File: src/hdl/tmn_pkg.sv
`default_nettype none
package tmn_pkg;
   localparam int CMD_W   = 16;
   localparam int SUM_W   = 18;
   localparam int MAG_W   = 17;
   localparam int OUT_W   = 16;
   localparam int QUO_W   = 15;
   localparam int NUM_W   = MAG_W + 14;
   localparam int STEPS   = QUO_W;
   localparam logic [MAG_W-1:0] FULL_SCALE = MAG_W'(16384);

   typedef logic signed [SUM_W-1:0] sum_type;
   typedef logic [MAG_W-1:0]        mag_type;

   // one drive on its way through the divider row
   typedef struct packed {
      logic                neg;
      logic [NUM_W-1:0]    num;   // remaining dividend bits, shifted up
      logic [MAG_W:0]      rem;
      logic [QUO_W-1:0]    quo;
   } lane_type;

   typedef struct packed {
      logic                sat;
      mag_type             peak;
      lane_type [3:0]      lane;
   } grp_type;

   typedef struct packed {
      logic    valid;
      grp_type h;
      grp_type v;
   } slot_type;
endpackage
`default_nettype wire

File: src/hdl/tmn_cell.sv
`default_nettype none
// One restoring-division step for saturated groups; one bit of quotient per cell.
module tmn_cell (
   input  wire                clock,
   input  wire                reset,
   input  wire                advance,
   input  tmn_pkg::slot_type  slot_i,
   output tmn_pkg::slot_type  slot_o
);
   import tmn_pkg::*;

   slot_type slot_ff, slot_in;

   // an unsaturated group carries its raw magnitudes through untouched
   function automatic grp_type step(grp_type g);
      grp_type r;
      logic [MAG_W:0] t;
      r = g;
      if (g.sat) begin
         for (int k = 0; k < 4; k++) begin
            t = {g.lane[k].rem[MAG_W-1:0], g.lane[k].num[NUM_W-1]};
            r.lane[k].num = {g.lane[k].num[NUM_W-2:0], 1'b0};
            if (t >= {1'b0, g.peak}) begin
               r.lane[k].rem = t - {1'b0, g.peak};
               r.lane[k].quo = {g.lane[k].quo[QUO_W-2:0], 1'b1};
            end else begin
               r.lane[k].rem = t;
               r.lane[k].quo = {g.lane[k].quo[QUO_W-2:0], 1'b0};
            end
         end
      end
      return r;
   endfunction

   always_comb begin
      slot_in       = slot_i;
      slot_in.h     = step(slot_i.h);
      slot_in.v     = step(slot_i.v);
   end

   always_ff @(posedge clock) begin
      if (reset) begin
         slot_ff.valid <= 1'b0;
      end else if (advance) begin
         slot_ff <= slot_in;
      end
   end

   assign slot_o = slot_ff;
endmodule
`default_nettype wire
File: config.mk
export PLATFORM = sky130hd
export DESIGN_NAME = tmn_cell
export DESIGN_NICKNAME = d
export VERILOG_FILES = /design/src/hdl/tmn_pkg.sv /design/src/hdl/tmn_cell.sv
export SDC_FILE = /design/constraint.sdc
export NUM_CORES = 1
export LEC_CHECK = 0
export BUFFER_PORTS_ARGS = -buffer_cell sky130_fd_sc_hd__buf_2
export CORE_AREA = 2 2 437 439
export DETAILED_ROUTE_END_ITERATION = 8
export DIE_AREA = 0 0 439 441
export PLACE_DENSITY = 0.39
export SLEW_MARGIN = 20
export SYNTH_ARGS = -nofsm -noshare
export SYNTH_HDL_FRONTEND = slang
export SYNTH_SLANG_ARGS = --single-unit
File: constraint.sdc
create_clock -name clock -period 35.1 [get_ports clock]
set_input_delay 5.265 -clock clock [delete_from_list [all_inputs] [get_ports clock]]
set_output_delay 5.265 -clock clock [all_outputs]
set_load 0.005 [all_outputs]
==> results.py, run 1 <==
metrics = {
    "global_route": {
        "grt_start_max_net_pins": 178,
        "grt_pass1_vias": 25360,
        "grt-ovfl-total": 0,
        "antenna_found_initial": 128,
        "grt.total_usage_pct": 17.63,
        "grt_pass1_wl_microns": 232300,
    },
    "placed_design": {
        "dpl.hpwl_microns": 149400,
        "io_buffer_count": 1116,
        "gp_congestion": 0.9210,
        "postPlaceCellArea_sq_um": 39610,
    },
    "clock_tree": {
        "ctsHoldBuffers": 0,
        "tritoncts": "yes",
        "postCtsResizedCells": 0,
        "cts.sinks": 557,
        "clkTransAtPathRegs_ns": 0.06,
        "cts.htree.levels": 3,
        "cts_setup_buffers": 0,
        "cts_root_buf": "clkbuf_16",
        "numCtsBuffers": 75,
        "clk_latency_ns": 0.68,
        "clockBufferDepth": 3,
    },
    "hold_path": {
        "hp-start": "slot_o[556]",
        "hp-class": "reg -> reg",
    },
    "floorplanning": {
        "die_width_microns": 439,
        "rows": 160,
        "pin_count": 1117,
        "dieArea_sq_um": 193600,
        "chipHeight_microns": 441,
        "design.core.area_sq_um": 189200,
        "initial_core_util_pct": 16.50,
    },
    "yosys": {
        "synth_cells": 2619,
        "synthFlopType": "edfxtp_1",
        "avgSynthCellArea_sq_um": 11.92,
        "syn-num-nets": 3323,
        "yosysTopAreaCell": "edfxtp_1",
        "synth.area.top_cells": "edfxtp_1, mux2_2, ha_1, a21oi_1, nand2_1",
        "synth_area_sq_um": 31210,
        "synthArstFlopShare_pct": 0,
        "synth-edff-count": 556,
        "netlist.area_leader.share_pct": 53.50,
        "ys_types": 72,
        "seq_area_frac_synth_pct": 53.56,
        "yosysWarnings": 0,
        "ys_ff_latch": 557,
    },
    "route": {
        "drtPass1Iterations": 5,
        "drc": 0,
        "antenna_left": 0,
        "via_per_inst": 4.312,
        "wl_per_cell_microns": 28.53,
        "drt_iter0_drc": 2325,
        "drt_wl_total_microns": 180000,
        "vias": 27200,
    },
    "finish": {
        "largest_register_ffs": 557,
        "layout-drive-gt1-share_pct": 42.78,
        "final-seq-area_sq_um": 16720,
        "num-fill-cells": 20630,
        "area_growth_pct": 35.07,
        "fin_nets": 4414,
        "final_area_sq_um": 42150,
        "postLayoutCoreUtil_pct": 22.28,
        "multi_input_area_sq_um": 13590,
    },
    "worst_setup_path": {
        "cp_slowest_cell": "buf_4",
        "crit_type": "in -> reg",
        "rrSetupSlack_ns": 34.52,
        "cp-startpoint": "advance",
        "reg2reg_to": "slot_o[556]",
        "crit_required_ns": 35.42,
        "crit_top_cell": "buf_4",
        "reg2reg_from": "slot_o[556]",
        "crit_path_end_kind": "register",
        "crit_chain": "buf_2, nor2b_4, buf_4, buf_4, buf_4",
        "critical_path_arrival_ns": 8.59,
        "r2r_cells": 2,
        "cp-start-kind": "primary input",
        "crit_fanout": 70,
        "worst_path_largest_cell_delay_ns": 0.86,
        "crit_end": "slot_o[18]",
    },
    "sta": {
        "finalHoldViolCount": 0,
        "final.setup.tns_ns": 0,
        "period_minus_slack_ns": 8.268,
        "finalCritPeriodShare_pct": 23.55,
        "rsz0062_at_grt": "no",
        "fin_worst_skew_ns": 0,
        "fmax_mhz": 121.0,
        "drv_slew": 0,
        "setup_violations": 0,
        "slew_headroom_pct": 26.98,
        "worstMarginPinSlew_ns": 1.092,
    },
    "pwr": {
        "p_int_mw": 1.432,
        "switchingPower_uw": 615.5,
        "swShare_pct": 30.05,
        "ir_drop_v": 0.00003096,
        "p_per_area_nw_per_um2": 48.59,
        "pwr-share-comb_pct": 20.7,
        "power_frac_clock_pct": 39.1,
        "power_frac_seq_pct": 40.3,
        "leakage_nw": 16.89,
    },
    "flow_run": {
        "cap_viol_max_count": 0,
    },
    "run_status": {
        "status": "finished, final reports clean",
    },
}
-- cells in the mapped netlist, types with 14 or more instances --
master,number
o211ai_1,26
nor2b_1,29
edfxtp_1,556
xnor2_1,62
buf_2,18
nor3_1,23
o21ai_0,118
a211oi_1,16
or3_1,16
nand4_1,28
nand2b_1,18
ha_1,136
nand3_1,36
a21o_1,36
xor2_1,36
mux2_2,350
clkbuf_1,95
a21boi_0,14
nand2_1,219
a21oi_1,209
nor2_1,177
inv_1,103
mux2i_1,41
a31oi_1,79
-- stage by stage --
stage / cells / setup slack (ns) / total power [mW] / hold slack (ns)
after global routing: 6292 / 26.55 / 2.136 / 0.5513
after detailed placement: 6144 / 25.99 / 1.258 / 0.4833
after CTS: 6279 / 26.76 / 2.081 / 0.5006
after floorplan: 2619 / 3.737 / 1.067 / 0.4850
final: 6309 / 26.83 / 2.048 / 0.4951
after global placement: 6144 / 25.96 / 1.261 / 0.4732
-- power groups by stage --
stage               logic (mW)  registers (mW)  clock network [mW]
CTS                      0.424           0.825               0.832
detailed placement       0.420           0.838                   0
global placement         0.422           0.839                   0
finish                   0.423           0.825               0.800
global route             0.457           0.828               0.851
floorplan                0.210           0.857                   0
-- layout make-up --
type	instances	area share (%)
Multi-Input combinational cell	1836	32.24
Antenna cell	30	0.1781
Sequential cell	557	39.66
Inverter	103	0.9172
Tap cell	2511	7.454
Clock buffer	91	4.696
Timing Repair Buffer	1137	13.70
Clock inverter	44	1.155
-- cell families (layout without fill, tap and decap cells) --
family	count (synthesis)	count (layout)	share of synthesized area, %
AO/OA/AOI/OAI	614	614	12.36
XOR/XNOR	98	98	2.750
adder cells (fa/ha/maj)	144	144	5.966
buffers and inverters	226	1375	2.915
flip-flops	557	557	53.56
multiplexers	391	391	13.94
other	0	30	0
AND/OR/NAND/NOR	589	589	8.496
-- per-layer routing --
layer | wire [microns] | global-route usage, % | vias up
met5 | 0 | 0 | -
met1 | 83210 | 24.78 | 13570
met2 | 82730 | 27.71 | 1149
li1 | - | - | 12200
met3 | 9955 | 3.229 | 287
met4 | 4104 | 4.340 | 0
-- worst max-delay path: cells and delay by family --
kind / cells / cell delay [ns]
buffers and inverters: 4 / 2.42
AND/OR/NAND/NOR: 1 / 0.73
-- placed cells by master, fill, tap and decap left out, drive strengths merged, types with 30 or more instances in the layout --
cell    synthesis  layout
diode           0      30
xor2           36      36
buf            27    1137
o21ai         122     122
nor2          177     177
nand3          36      36
nand2         219     219
clkbuf         96      91
ha            136     136
a21o           36      36
inv           103     108
edfxtp        556     556
a21oi         210     210
xnor2          62      62
mux2          350     350
mux2i          41      41
a31oi          79      79
-- worst min path at each step --
stage,to,slack (ns),depth (start not counted)
final,slot_o[556],0.50,2
after global routing,slot_o[556],0.55,2
after CTS,slot_o[556],0.50,2
after detailed placement,slot_o[556],0.48,2
after global placement,slot_o[556],0.47,2
after floorplan,slot_o[556],0.48,2
No activity file was read; power rests on OpenSTA's default activity.
==> inputs of run 2 (changes only) <==
==> constraint.sdc (replaced) <==
create_clock -name clock -period 8.2 [get_ports clock]
set_input_delay 1.23 -clock clock [delete_from_list [all_inputs] [get_ports clock]]
set_output_delay 1.23 -clock clock [all_outputs]
set_load 0.005 [all_outputs]
==> run 2 against run 1 <==
Compared with the run above:
- combinational power grew to 4.1 times the previous value
- flip-flop and latch count is the same
- worst setup slack lost 22 ns
- largest power group unchanged
- clock power grew to 4.2 times the previous value
- non-clock buffer count is the same
- largest cell class unchanged
- sequential power grew to 4.2 times the previous value
- cell count shrank 0.17%
- global-route usage shrank 3.4 points
- core utilization is essentially flat
- first-iteration DRC count shrank 37%
==> results.py, run 2 (synthesis gave the netlist of run 1 again) <==
metrics = {
    "flow_run": {
        "cap_viol_max_count": 0,
    },
    "worst_setup_path": {
        "cp-start-kind": "primary input",
        "reg2reg_to": "slot_o[556]",
        "rrSetupSlack_ns": 7.60,
        "crit_required_ns": 8.75,
        "crit_type": "in -> reg",
        "r2r_cells": 2,
        "worst_path_largest_cell_delay_ns": 0.61,
        "crit_buf_inv": 3,
        "path_delay_family": "compound AO/OA/AOI/OAI gates",
        "crit_top_cell": "inv_1",
        "crit_chain": "buf_2, ha_1, inv_1, fa_1, a21o_1, a221oi_4, a21oi_1, a211o_1, inv_1, nand2_1, a31oi_1",
        "crit_path_end_kind": "register",
        "critical_path_arrival_ns": 4.39,
        "crit_fanout": 20,
        "cp_slowest_cell": "inv_1",
        "reg2reg_from": "slot_o[556]",
    },
    "hold_path": {
        "hp-start": "slot_o[556]",
        "whs_path_depth": 2,
        "hold_end": "slot_o[556]",
        "hp-class": "reg -> reg",
    },
    "finish": {
        "num-fill-cells": 20660,
        "mostFrequentLayoutCells": "buf_2, edfxtp_1, mux2_2",
        "largest_register_ffs": 557,
        "fin_cells": 6298,
        "layout-drive-gt1-share_pct": 42.78,
        "area_growth_pct": 35.18,
        "postLayoutCoreUtil_pct": 22.30,
        "mostFrequentLayoutCell": "buf_2",
        "fin_nets": 4414,
    },
    "clock_tree": {
        "cts.sinks": 557,
        "tritoncts": "yes",
        "postCtsResizedCells": 0,
        "clockBufferDepth": 3,
        "cts.htree.levels": 3,
        "clk_latency_ns": 0.69,
        "cts_setup_buffers": 0,
        "numCtsBuffers": 75,
        "cts_root_buf": "clkbuf_16",
        "ctsHoldBuffers": 0,
        "clkTransAtPathRegs_ns": 0.06,
    },
    "floorplanning": {
        "die_width_microns": 439,
        "initial_core_util_pct": 16.50,
        "design.core.area_sq_um": 189200,
        "chipHeight_microns": 441,
        "rows": 160,
        "dieArea_sq_um": 193600,
        "pin_count": 1117,
    },
    "route": {
        "drc": 0,
        "wl_per_cell_microns": 23.19,
        "antenna_left": 0,
        "vias": 26060,
        "drt_wl_total_microns": 146100,
        "drtPass1Iterations": 5,
        "drt_iter0_drc": 1471,
        "via_per_inst": 4.138,
    },
    "sta": {
        "fmax_mhz": 260.2,
        "setup_violations": 0,
        "slew_headroom_pct": 25.54,
        "finalHoldViolCount": 0,
        "finalCritPeriodShare_pct": 46.87,
        "fin_worst_skew_ns": 0,
        "setup_ws_ns": 4.357,
        "rsz0062_at_grt": "no",
        "period_minus_slack_ns": 3.843,
        "final.setup.tns_ns": 0,
        "worstMarginPinSlew_ns": 1.116,
        "drv_slew": 0,
    },
    "placed_design": {
        "placedCellCount": 6144,
        "pre_cts_slack_ns": 3.666,
        "gp_congestion": 0.8444,
        "dpl.hpwl_microns": 117100,
        "io_buffer_count": 1116,
    },
    "global_route": {
        "grt-ovfl-total": 0,
        "grt.total_usage_pct": 14.20,
        "antenna_found_initial": 63,
        "grt_pass1_vias": 25930,
        "grt_start_max_net_pins": 146,
        "grt_pass1_wl_microns": 196200,
    },
    "pwr": {
        "ir_drop_v": 0.0001380,
        "leakage_nw": 16.87,
        "p_per_area_nw_per_um2": 203.2,
    },
    "run_status": {
        "status": "finished, final reports clean",
    },
}
## run 2: changes by cell type in the layout (fill, tap and decap cells not counted), moves of 4 or more
cell	before	now
buf_4	20	15
diode_2	30	21
clkinv_2	12	7
buf_12	1	6
clkinvlp_4	1	5
## run 2: final cells by class
type	count	area (sq um)	area share [%]
tap	2511	3142	7.447
clock inverter	42	503.0	1.192
sequential	557	16720	39.62
timing repair buffer	1137	5838	13.84
multi-input combinational	1836	13590	32.21
inverter	103	386.6	0.9165
antenna	21	52.55	0.1246
clock buffer	91	1958	4.642
## run 2: worst max-delay path by stage
stage / depth (start not counted) / slack, ns / endpoint / from
after floorplan: 1 / -1.76 / slot_o[0] / advance
after global placement: 10 / 3.71 / slot_o[423] / slot_i[539]
after detailed placement: 10 / 3.67 / slot_o[505] / slot_i[539]
after CTS: 10 / 4.47 / slot_o[505] / slot_i[539]
after global routing: 10 / 4.22 / slot_o[424] / slot_i[539]
final: 11 / 4.36 / slot_o[430] / slot_i[538]
## run 2: power by group
part | switching, mW | internal, mW | leakage (nW) | total, mW
sequential | 0.0644 | 3.41 | 5.23 | 3.48
combinational | 1.03 | 0.707 | 10.5 | 1.73
clock | 1.44 | 1.92 | 1.18 | 3.36
total | 2.53 | 6.04 | 16.9 | 8.57
## run 2: routing by layer
| layer | vias up | wire length, microns | track usage (%) |
|---|---|---|---|
| met4 | 12 | 5019 | 4.916 |
| met3 | 242 | 8250 | 3.319 |
| li1 | 12180 | - | - |
| met2 | 916 | 76330 | 26.07 |
| met1 | 12710 | 56370 | 15.95 |
| met5 | - | 90 | 0 |
## run 2: through the flow
stage / hold slack [ns] / power [mW] / area [sq um]
detailed placement: 0.5174 / 5.282 / 39670
global route: 0.5430 / 8.986 / 42150
floorplan: 0.4850 / 4.486 / 31210
finish: 0.5304 / 8.573 / 42190
CTS: 0.5355 / 8.738 / 42130
global placement: 0.4728 / 5.290 / 39670
## run 2: worst min-delay path: stages (launching register included)
cell     delay [ns]
dfxtp_1        0.34
mux2i_1        0.07
nor2_1         0.08
